File: src/b64e_pkg.sv
// ----------------------------------------------------------------------------
// b64e_pkg: shared types and constants of the base64 stream encoder
// Holds the op codes, group phase codes, queue entry type and the alphabet.
// ----------------------------------------------------------------------------
package b64e_pkg;

  localparam logic       OP_DATA  = 1'b0;
  localparam logic       OP_FLUSH = 1'b1;

  localparam logic [1:0] PH_0 = 2'd0;
  localparam logic [1:0] PH_1 = 2'd1;
  localparam logic [1:0] PH_2 = 2'd2;

  localparam logic [6:0] PAD_CHAR = 7'h3D;

  localparam int QUEUE_DEPTH = 2;

  // One queued job: up to three characters, index of the final one, flush flag
  typedef struct packed {
    logic [6:0] c0;
    logic [6:0] c1;
    logic [6:0] c2;
    logic [1:0] last_idx;
    logic       flush;
  } job_t;

  // Map a 6-bit value to its base64 ASCII character
  function automatic logic [6:0] sym(input logic [5:0] six);
    logic [6:0] v;
    v = {1'b0, six};
    if (six < 6'd26) begin
      sym = 7'd65 + v;
    end else if (six < 6'd52) begin
      sym = 7'd71 + v;           // 'a' - 26
    end else if (six < 6'd62) begin
      sym = v - 7'd4;            // '0' - 52
    end else if (six == 6'd62) begin
      sym = 7'h2B;
    end else begin
      sym = 7'h2F;
    end
  endfunction

endpackage

File: src/b64e_if.sv
// ----------------------------------------------------------------------------
// b64e_in_if / b64e_out_if: valid/ready channels of the encoder
// Input carries op and data_byte; output carries one character per transfer.
// ----------------------------------------------------------------------------
interface b64e_in_if;
  logic       valid;
  logic       ready;
  logic       op;
  logic [7:0] data_byte;

  modport source (output valid, output op, output data_byte, input ready);
  modport sink   (input valid, input op, input data_byte, output ready);
endinterface

interface b64e_out_if;
  logic       valid;
  logic       ready;
  logic [6:0] out_char;
  logic       last_of_run;
  logic       flush_char;

  modport source (output valid, output out_char, output last_of_run,
                  output flush_char, input ready);
  modport sink   (input valid, input out_char, input last_of_run,
                  input flush_char, output ready);
endinterface

File: src/base64_stream_encoder_top.sv
// ----------------------------------------------------------------------------
// base64_stream_encoder_top: streaming base64 encoder with '=' padding
// Takes message bytes and end-of-message items, emits ASCII characters.
// ----------------------------------------------------------------------------
// Usage:
//   in_s  : op = 0 carries a message byte in data_byte, op = 1 ends the
//           message and flushes leftover bits plus '=' pads.
//   out_m : one ASCII character per transfer. last_of_run marks the final
//           character caused by one input item, flush_char marks characters
//           of a flush. A flush with nothing left over produces no transfer.
// Path: an item is written into the job queue, and its characters are then
//   loaded one by one from the queue head into the output register.
// Rate: the output register gives one character per cycle while out_m.ready
//   is high and the queue holds a job; most bytes yield 1 character, the
//   third byte of a group 2, a flush up to 3.
//   A two-entry job queue sits between the front (group tracking) and the
//   back (emitter); in_s.ready is low only while that queue is full.
// Reset: synchronous, active low; clears group phase, previous byte, the
//   queue and the output valid.
// Stall: when out_m.ready is low the output holds; the front keeps taking
//   items until the queue fills, then drops in_s.ready.
// ----------------------------------------------------------------------------
module base64_stream_encoder_top #(
  parameter int QDEPTH = b64e_pkg::QUEUE_DEPTH
) (
  input  logic clk,
  input  logic rst_n,
  b64e_in_if.sink    in_s,
  b64e_out_if.source out_m
);
  import b64e_pkg::*;

  logic take;
  logic push, pop, full, empty;
  job_t new_job, head_job;

  // Accept whenever the queue has a free slot
  assign in_s.ready = !full;
  assign take       = in_s.valid && in_s.ready;

  b64e_front u_front (
    .clk       (clk),
    .rst_n     (rst_n),
    .take      (take),
    .op        (in_s.op),
    .data_byte (in_s.data_byte),
    .push      (push),
    .job       (new_job)
  );

  b64e_queue #(.DEPTH(QDEPTH)) u_queue (
    .clk    (clk),
    .rst_n  (rst_n),
    .push   (push),
    .wr_job (new_job),
    .pop    (pop),
    .head   (head_job),
    .full   (full),
    .empty  (empty)
  );

  b64e_back u_back (
    .clk         (clk),
    .rst_n       (rst_n),
    .head        (head_job),
    .empty       (empty),
    .pop         (pop),
    .out_valid   (out_m.valid),
    .out_ready   (out_m.ready),
    .out_char    (out_m.out_char),
    .last_of_run (out_m.last_of_run),
    .flush_char  (out_m.flush_char)
  );

endmodule

File: src/b64e_front.sv
// ----------------------------------------------------------------------------
// b64e_front: group tracking and character formation
// Keeps phase and previous byte, turns each item into a queued job.
// ----------------------------------------------------------------------------
module b64e_front (
  input  logic          clk,
  input  logic          rst_n,
  input  logic          take,
  input  logic          op,
  input  logic [7:0]    data_byte,
  output logic          push,
  output b64e_pkg::job_t job
);
  import b64e_pkg::*;

  logic [1:0] phase_r, phase_nxt;
  logic [7:0] prev_r, prev_nxt;
  logic       has_out;

  always_comb begin
    job       = '0;
    has_out   = 1'b1;
    phase_nxt = phase_r;
    prev_nxt  = prev_r;
    if (op == OP_DATA) begin
      prev_nxt = data_byte;
      case (phase_r)
        PH_1: begin
          job.c0    = sym({prev_r[1:0], data_byte[7:4]});
          phase_nxt = PH_2;
        end
        PH_2: begin
          job.c0       = sym({prev_r[3:0], data_byte[7:6]});
          job.c1       = sym(data_byte[5:0]);
          job.last_idx = 2'd1;
          phase_nxt    = PH_0;
        end
        default: begin
          job.c0    = sym(data_byte[7:2]);
          phase_nxt = PH_1;
        end
      endcase
    end else begin
      job.flush = 1'b1;
      phase_nxt = PH_0;
      case (phase_r)
        PH_1: begin
          job.c0       = sym({prev_r[1:0], 4'b0000});
          job.c1       = PAD_CHAR;
          job.c2       = PAD_CHAR;
          job.last_idx = 2'd2;
        end
        PH_2: begin
          job.c0       = sym({prev_r[3:0], 2'b00});
          job.c1       = PAD_CHAR;
          job.last_idx = 2'd1;
        end
        default: begin
          has_out = 1'b0;     // drop: nothing left over
        end
      endcase
    end
  end

  assign push = take && has_out;

  always_ff @(posedge clk) begin
    if (!rst_n) begin
      phase_r <= PH_0;
      prev_r  <= 8'd0;
    end else if (take) begin
      phase_r <= phase_nxt;
      prev_r  <= prev_nxt;
    end
  end

endmodule

File: src/b64e_queue.sv
// ----------------------------------------------------------------------------
// b64e_queue: small job queue between front and back
// Register-based FIFO; head entry is visible without a pop.
// ----------------------------------------------------------------------------
module b64e_queue #(
  parameter int DEPTH = b64e_pkg::QUEUE_DEPTH
) (
  input  logic           clk,
  input  logic           rst_n,
  input  logic           push,
  input  b64e_pkg::job_t wr_job,
  input  logic           pop,
  output b64e_pkg::job_t head,
  output logic           full,
  output logic           empty
);
  import b64e_pkg::*;

  localparam int PW = (DEPTH > 1) ? $clog2(DEPTH) : 1;
  localparam int CW = $clog2(DEPTH + 1);
  localparam logic [PW-1:0] LAST_PTR = PW'(DEPTH - 1);
  localparam logic [CW-1:0] FULL_CNT = CW'(DEPTH);

  job_t          mem_r [DEPTH];
  logic [PW-1:0] wr_ptr_r, rd_ptr_r;
  logic [CW-1:0] count_r;

  assign full  = (count_r == FULL_CNT);
  assign empty = (count_r == '0);
  assign head  = mem_r[rd_ptr_r];

  always_ff @(posedge clk) begin
    if (push) begin
      mem_r[wr_ptr_r] <= wr_job;
    end
  end

  always_ff @(posedge clk) begin
    if (!rst_n) begin
      wr_ptr_r <= '0;
      rd_ptr_r <= '0;
      count_r  <= '0;
    end else begin
      if (push) begin
        wr_ptr_r <= (wr_ptr_r == LAST_PTR) ? '0 : wr_ptr_r + 1'b1;
      end
      if (pop) begin
        rd_ptr_r <= (rd_ptr_r == LAST_PTR) ? '0 : rd_ptr_r + 1'b1;
      end
      if (push && !pop) begin
        count_r <= count_r + 1'b1;
      end else if (pop && !push) begin
        count_r <= count_r - 1'b1;
      end
    end
  end

endmodule

File: src/b64e_back.sv
// ----------------------------------------------------------------------------
// b64e_back: character emitter
// Loads head job characters into the output register, one per unstalled cycle.
// ----------------------------------------------------------------------------
module b64e_back (
  input  logic           clk,
  input  logic           rst_n,
  input  b64e_pkg::job_t head,
  input  logic           empty,
  output logic           pop,
  output logic           out_valid,
  input  logic           out_ready,
  output logic [6:0]     out_char,
  output logic           last_of_run,
  output logic           flush_char
);
  import b64e_pkg::*;

  logic [1:0] idx_r, idx_nxt;
  logic       valid_r, valid_nxt;
  logic [6:0] char_r;
  logic       last_r, flush_r;
  logic       load, is_last;
  logic [6:0] sel_char;

  assign load    = !empty && (!valid_r || out_ready);
  assign is_last = (idx_r == head.last_idx);
  assign pop     = load && is_last;

  always_comb begin
    case (idx_r)
      2'd0:    sel_char = head.c0;
      2'd1:    sel_char = head.c1;
      default: sel_char = head.c2;
    endcase
  end

  always_comb begin
    idx_nxt   = idx_r;
    valid_nxt = valid_r && !out_ready;
    if (load) begin
      valid_nxt = 1'b1;
      idx_nxt   = is_last ? 2'd0 : idx_r + 2'd1;
    end
  end

  always_ff @(posedge clk) begin
    if (!rst_n) begin
      idx_r   <= 2'd0;
      valid_r <= 1'b0;
    end else begin
      idx_r   <= idx_nxt;
      valid_r <= valid_nxt;
    end
  end

  always_ff @(posedge clk) begin
    if (load) begin
      char_r  <= sel_char;
      last_r  <= is_last;
      flush_r <= head.flush;
    end
  end

  assign out_valid   = valid_r;
  assign out_char    = char_r;
  assign last_of_run = last_r;
  assign flush_char  = flush_r;

endmodule

File: src/flat_wrapper.sv
// flat-port wrapper written by rule: the top's interface ports become plain ports
module base64_stream_encoder_top_flat import b64e_pkg::*;
#(
  parameter int QDEPTH = b64e_pkg::QUEUE_DEPTH
)
  (clk, rst_n, in_s_valid, in_s_op, in_s_data_byte, in_s_ready, out_m_valid, out_m_out_char, out_m_last_of_run, out_m_flush_char, out_m_ready);
  b64e_in_if in_s_i ();
  b64e_out_if out_m_i ();
  input  logic clk;
  input  logic rst_n;
  input wire logic [$bits(in_s_i.valid)-1:0] in_s_valid;
  input wire logic [$bits(in_s_i.op)-1:0] in_s_op;
  input wire logic [$bits(in_s_i.data_byte)-1:0] in_s_data_byte;
  output wire logic [$bits(in_s_i.ready)-1:0] in_s_ready;
  output wire logic [$bits(out_m_i.valid)-1:0] out_m_valid;
  output wire logic [$bits(out_m_i.out_char)-1:0] out_m_out_char;
  output wire logic [$bits(out_m_i.last_of_run)-1:0] out_m_last_of_run;
  output wire logic [$bits(out_m_i.flush_char)-1:0] out_m_flush_char;
  input wire logic [$bits(out_m_i.ready)-1:0] out_m_ready;
  assign in_s_i.valid = in_s_valid;
  assign in_s_i.op = in_s_op;
  assign in_s_i.data_byte = in_s_data_byte;
  assign in_s_ready = in_s_i.ready;
  assign out_m_valid = out_m_i.valid;
  assign out_m_out_char = out_m_i.out_char;
  assign out_m_last_of_run = out_m_i.last_of_run;
  assign out_m_flush_char = out_m_i.flush_char;
  assign out_m_i.ready = out_m_ready;
  base64_stream_encoder_top #(.QDEPTH(QDEPTH)) u_core (.clk(clk), .rst_n(rst_n), .in_s(in_s_i), .out_m(out_m_i));
endmodule
File: config.mk
export PLATFORM = sky130hd
export DESIGN_NAME = base64_stream_encoder_top_flat
export DESIGN_NICKNAME = d
export VERILOG_FILES = /design/src/b64e_pkg.sv /design/src/b64e_if.sv /design/src/base64_stream_encoder_top.sv /design/src/b64e_front.sv /design/src/b64e_queue.sv /design/src/b64e_back.sv /design/src/flat_wrapper.sv
export SDC_FILE = /design/constraint.sdc
export NUM_CORES = 1
export LEC_CHECK = 0
export BUFFER_PORTS_ARGS = -buffer_cell sky130_fd_sc_hd__buf_2
export CAP_MARGIN = 20
export CORE_MARGIN = 5
export CORE_UTILIZATION = 50
export DETAILED_ROUTE_END_ITERATION = 16
export GPL_ROUTABILITY_DRIVEN = 1
export PLACE_DENSITY_LB_ADDON = 0.08
export SYNTH_ARGS = -nofsm -noshare
export SYNTH_HDL_FRONTEND = slang
export SYNTH_SLANG_ARGS = --single-unit
File: constraint.sdc
create_clock -name clk -period 4 [get_ports clk]
set_input_delay 0.8 -clock clk [delete_from_list [all_inputs] [get_ports clk]]
set_output_delay 0.8 -clock clk [all_outputs]
set_load 0.01 [all_outputs]
Yosys cells after proc, flatten, opt, wreduce, memory -nomap -nowiden
Memories as Yosys holds them, arrays and structs flattened. A register that Yosys moved wholly into a read port is not among the register bits.
Cells that the tools add are included.
{ "totals": {"mem_count": 1, "elab_cells": 128, "mem_bits_rw": 46, "out_inout_bits": 11, "regBits": 22} }
{ "classes": {"n_addsub": 23, "n_reduce_logical": 19, "magnitude_cmp": 18, "n_mux": 47, "bitwise_logic": 1, "eq_ne": 9} }
{ "mem_list": {"columns": ["memory", "words", "word_bits", "rd", "rd_ports_with_merged_regs", "write_ports", "line_no", "rtl"], "rows": [
  ["u_core.u_queue.mem_r", 2, 23, 1, 1, 1, "b64e_queue.sv:24", "job_t mem_r [DEPTH];"]
]} }
{ "op_table": {"columns": ["operator", "count"], "rows": [
  ["$mux W7", 19],
  ["$add A7 B6 Y7 const A", 12],
  ["$lt A6 B6 Y1 const B", 12],
  ["$sub A6 B3 Y7 const B", 6],
  ["$lt A6 B5 Y1 const B", 6],
  ["$pmux W14 S2", 1],
  ["$pmux W7 S2", 2],
  ["$eq A6 B6 Y1 const B", 4],
  ["$mux W14", 1],
  ["$mux W3", 4],
  ["$mux W6", 2],
  ["$mux W1", 11],
  ["$mux W2", 5],
  ["$pmux W2 S2", 2],
  ["$logic_and A1 B1 Y1", 7],
  ["$logic_not A1 Y1", 6],
  ["$add A2 B1 Y2 const B", 2],
  ["$eq A2 B1 Y1 const B", 2],
  ["$eq A2 B2 Y1 const B", 2],
  ["$logic_not A2 Y1", 2],
  ["$add A1 B1 Y1 const B", 2],
  ["$eq A2 B2 Y1", 1],
  ["$reduce_and A2 Y1", 1],
  ["$reduce_bool A2 Y1", 1],
  ["4 further kinds", 4]
]} }

Depth between registers and ports, before layout
{ "logic_depth": {"word_depth": 9, "depth_mapped": 10, "ltp_nobuf": 8} }

Cells and area by module
Synthesis repeated with hierarchy kept, for this count alone.
{ "unflattened": {"hier_cells": 481, "hier_area_um2": 4773.3} }
{ "modules_own_cells": {"columns": ["module", "n_inst", "cells_per_inst", "area_each_um2", "seq_area_each_um2"], "rows": [
  ["b64e_front", 1, 326, 2213.4, 120.1],
  ["b64e_queue", 1, 97, 1950.6, 1541.5],
  ["b64e_back", 1, 56, 599.3, 330.3],
  ["base64_stream_encoder_top", 1, 2, 10.0, 0.0]
]} }

Least setup slack after synthesis
OpenSTA, ideal clock, no wires.
{ "synth_timing": {"path_type": "input to register", "from": "input in_s_data_byte[5]", "to": "memory u_core.u_queue.mem_r[0][18] (netlist name), data pin", "required_ns": 3.828, "arrival_time_ns": 2.407, "path_stages": 9, "setup_time_ns": 0.172, "n_path_buf": 1, "slack_ns": 1.421, "cell_sequence": "buf_2 -> inv_1 -> ha_1 -> nand2b_1 -> nor3_1 -> nor3_1 -> a2111oi_0 -> nor3_1 -> a41oi_1"} }
{ "synth_lines": {"columns": ["item", "line_no", "rtl"], "rows": [
  ["from (decl)", "flat_wrapper.sv:13", "input wire logic [$bits(in_s_i.data_byte)-1:0] in_s_data_byte;"],
  ["to (decl)", "b64e_queue.sv:24", null]
]} }

==> reports/results.ini <==
[worst_setup_path]
rrSetupSlack_ns = 0.99
worstSetupPathType = reg -> reg
start_kind = register
slowest_stage = dfxtp_1
crit_path_max_incr_delay_ns = 0.66
crit_required_ns = 4.12
path_buf_inv = 0
crit_family = simple AND/OR/NAND/NOR gates
cp_data_arrival_time_ns = 3.13
reg2regPathDepth = 7
cp_cell_sequence = ha_1 > nor2b_1 > nand2_1 > a21oi_1 > o221ai_1 > and3_1 > o32ai_1
end_kind = register
timing.rr.end = u_core.u_queue.mem_r[0][20]$_DFFE_PP_
path_max_fanout = 13
rr_startpoint = u_core.u_front.prev_r[0]$_SDFFE_PN0P_

[floorplanning]
core_region_area_um2 = 8220
dieArea_um2 = 10300
num_rows = 33
io_pins = 24
die_h_um = 102
dieWidth_um = 102
start_util_pct = 51.1

[route]
wl_per_cell_um = 18.0
vias = 3535
drt_wl_total_um = 10200
first_pass_iters = 5
drtIter0Drc = 335
vias_per_cell = 6.25
drc_errors = 0
ant_nets = 0

[yosys]
ys_seq_elements = 59
syn_area_um2 = 4200
syn_inst = 448
synth.net_count = 484
syn_area_per_cell_um2 = 9.37
synth_ff_type = edfxtp_1
seq_area_frac_synth_pct = 38.9
yosysWarnings = 0
yosysTopAreaCell = edfxtp_1
synthTopCellsByArea = edfxtp_1 32%, ha_1 6.9%, dfxtp_1 6.7%
synth_edf_count = 45
netlist-cell-type-count = 68
async_reset_ff_share_pct = 0
netlist.area_leader.share_pct = 32.2

[finish]
final_common_cell = nand2_1
area_delta_synth_final_pct = 6.65
final_cell_mix = 50 x nand2_1, 45 x edfxtp_1, 29 x a21oi_1
final_util_pct = 54.5
fin_cells = 566
multi_input_area_um2 = 2270
nFillCells = 745
regArea_um2 = 1630
layout.nets = 492
drive_gt1_share_pct = 14.8
diodes = 0

[place]
dp.cells = 550
gp_congestion = 1.00
pre_cts_ws_ns = 0.792
hpwl_um = 7210
portBuffers = 23

[worst_hold_path]
hold_path_class = reg -> reg
min-delay-start = u_core.u_front.prev_r[1]$_SDFFE_PN0P_
min_path_cells = 2
min_to = u_core.u_front.prev_r[1]$_SDFFE_PN0P_

[grt]
grt_pass1_vias = 3295
antenna_found_initial = 0
grt_use_total_pct = 20.4
grt_overflow = 0
grt_max_degree = 25
grt_pass1_wl_um = 16400

[timing]
setup_viol = 0
rsz0062_at_grt = false
tightest_slew_ns = 0.808
finalSetupTns_ns = 0
finalCriticalPeriod_ns = 3.01
report.final.slew_viol_count = 0
max_slew_margin_pct = 46.1
timing.fmax_mhz = 332
post-route-period-util_pct = 75.2
skew_ns = 0.0101
hold_violations = 0
fin_ws_ns = 0.990

[clock_network]
root_buffer = clkbuf_8
clkSinkCount = 59
cts_buffer_depth = 2
cts_tree = yes
htreeDepth = 3
ctsResizeCount = 0
cts_hold_buf = 0
post_cts_buffers = 0
clock_latency_ns = 0.33
cts_buffers = 9
cts.clk_slew.worst_paths_ns = 0.07

[power]
pwr_density_cell_nw_per_um2 = 479
ir_worst_vdd_mv = 0.181
p_leak_nw = 1.65

[run_status]
outcome = complete, no violations

[job]
timing.max_cap.violations = 0

cell type report:
| cell class | instances | area share (%) |
|---|---|---|
| Sequential cell | 59 | 36.4 |
| Clock buffer | 13 | 4.25 |
| Timing Repair Buffer | 28 | 3.41 |
| Multi-Input combinational cell | 336 | 50.8 |
| Tap cell | 105 | 2.93 |
| Inverter | 22 | 1.84 |
| Clock inverter | 3 | 0.363 |
where the power goes:
part | total [mW] | internal [mW] | switching (mW) | leakage (nW)
Combinational | 0.726 | 0.302 | 0.424 | 1.00
Sequential | 0.881 | 0.829 | 0.0522 | 0.537
Clock | 0.537 | 0.311 | 0.226 | 0.111
sequential cells by signal, indices dropped and copies added (netlist names), 2 cells and up, named ones only:
signal                  count
u_core.u_queue.count_r      2
u_core.u_front.phase_r      2
u_core.u_front.prev_r       4
u_core.u_back.idx_r         2
u_core.u_queue.mem_r       36
u_core.u_back.out_char      7
tightest hold or removal path, cell delays in order, from the launching register on:
cell,delay (ns)
dfxtp_1,0.34
o21ai_0,0.07
a21boi_0,0.08
logic make-up (layout without fill, tap and decap cells):
logic type,Yosys count,count (layout),share of synthesized area (%)
buf+inv,53,66,7.00
compound gates,136,136,22.2
fa+ha+maj,23,23,6.86
mux,19,19,4.98
simple gates,143,143,17.0
xor+xnor,15,15,3.13
flops,59,59,38.9
synth_stat cells, types with 3 or more instances:
cell type	count
nand2_1	50
edfxtp_1	45
a21oi_1	29
o21ai_0	28
ha_1	23
inv_1	21
nor2_1	21
mux2_2	15
dfxtp_1	14
nor2b_1	14
nor3_1	13
xnor2_1	13
buf_2	10
nand3_1	10
and2_1	9
clkbuf_1	9
a31oi_1	8
clkbuf_8	7
o31ai_1	7
a21boi_0	6
a22oi_1	6
nand2b_1	6
or3_1	6
a221oi_1	4
mux2i_1	4
o2111ai_1	4
a2111oi_0	3
a21o_1	3
a41oi_1	3
o221ai_1	3
o311ai_0	3
o32ai_1	3
stage by stage:
step           power (mW)  instance area [µm²]  hold WS [ns]
2_1_floorplan        1.42                 4200         0.491
3_3_place_gp         1.61                 4270         0.516
3_5_place_dp         1.62                 4270         0.521
4_1_cts              2.16                 4480         0.541
5_1_grt              2.27                 4480         0.566
6_report             2.14                 4480         0.540
worst max path at each step:
stage                                               start                               endpoint  slack, ns  cells past startpoint
finish              u_core.u_front.prev_r[0]$_SDFFE_PN0P_  u_core.u_queue.mem_r[0][20]$_DFFE_PP_       0.99                      7
global route                            in_s_data_byte[4]  u_core.u_queue.mem_r[1][18]$_DFFE_PP_       0.71                      9
CTS                 u_core.u_front.prev_r[0]$_SDFFE_PN0P_  u_core.u_queue.mem_r[0][20]$_DFFE_PP_       1.08                      7
detailed placement                      in_s_data_byte[4]  u_core.u_queue.mem_r[0][18]$_DFFE_PP_       0.79                      9
global placement                        in_s_data_byte[4]  u_core.u_queue.mem_r[0][18]$_DFFE_PP_       0.84                      9
floorplan                               in_s_data_byte[5]  u_core.u_queue.mem_r[0][18]$_DFFE_PP_       1.42                      9
routing by layer:
| metal | vias up | part of all wire, % | global-route usage [%] |
|---|---|---|---|
| met5 | - | 0 | 0 |
| met3 | 43 | 7.3 | 3.79 |
| met1 | 1653 | 43 | 26.6 |
| met2 | 162 | 45 | 30.5 |
| li1 | 1677 | - | - |
| met4 | 0 | 4.9 | 14.3 |
Power figures use the tool's default switching activity.
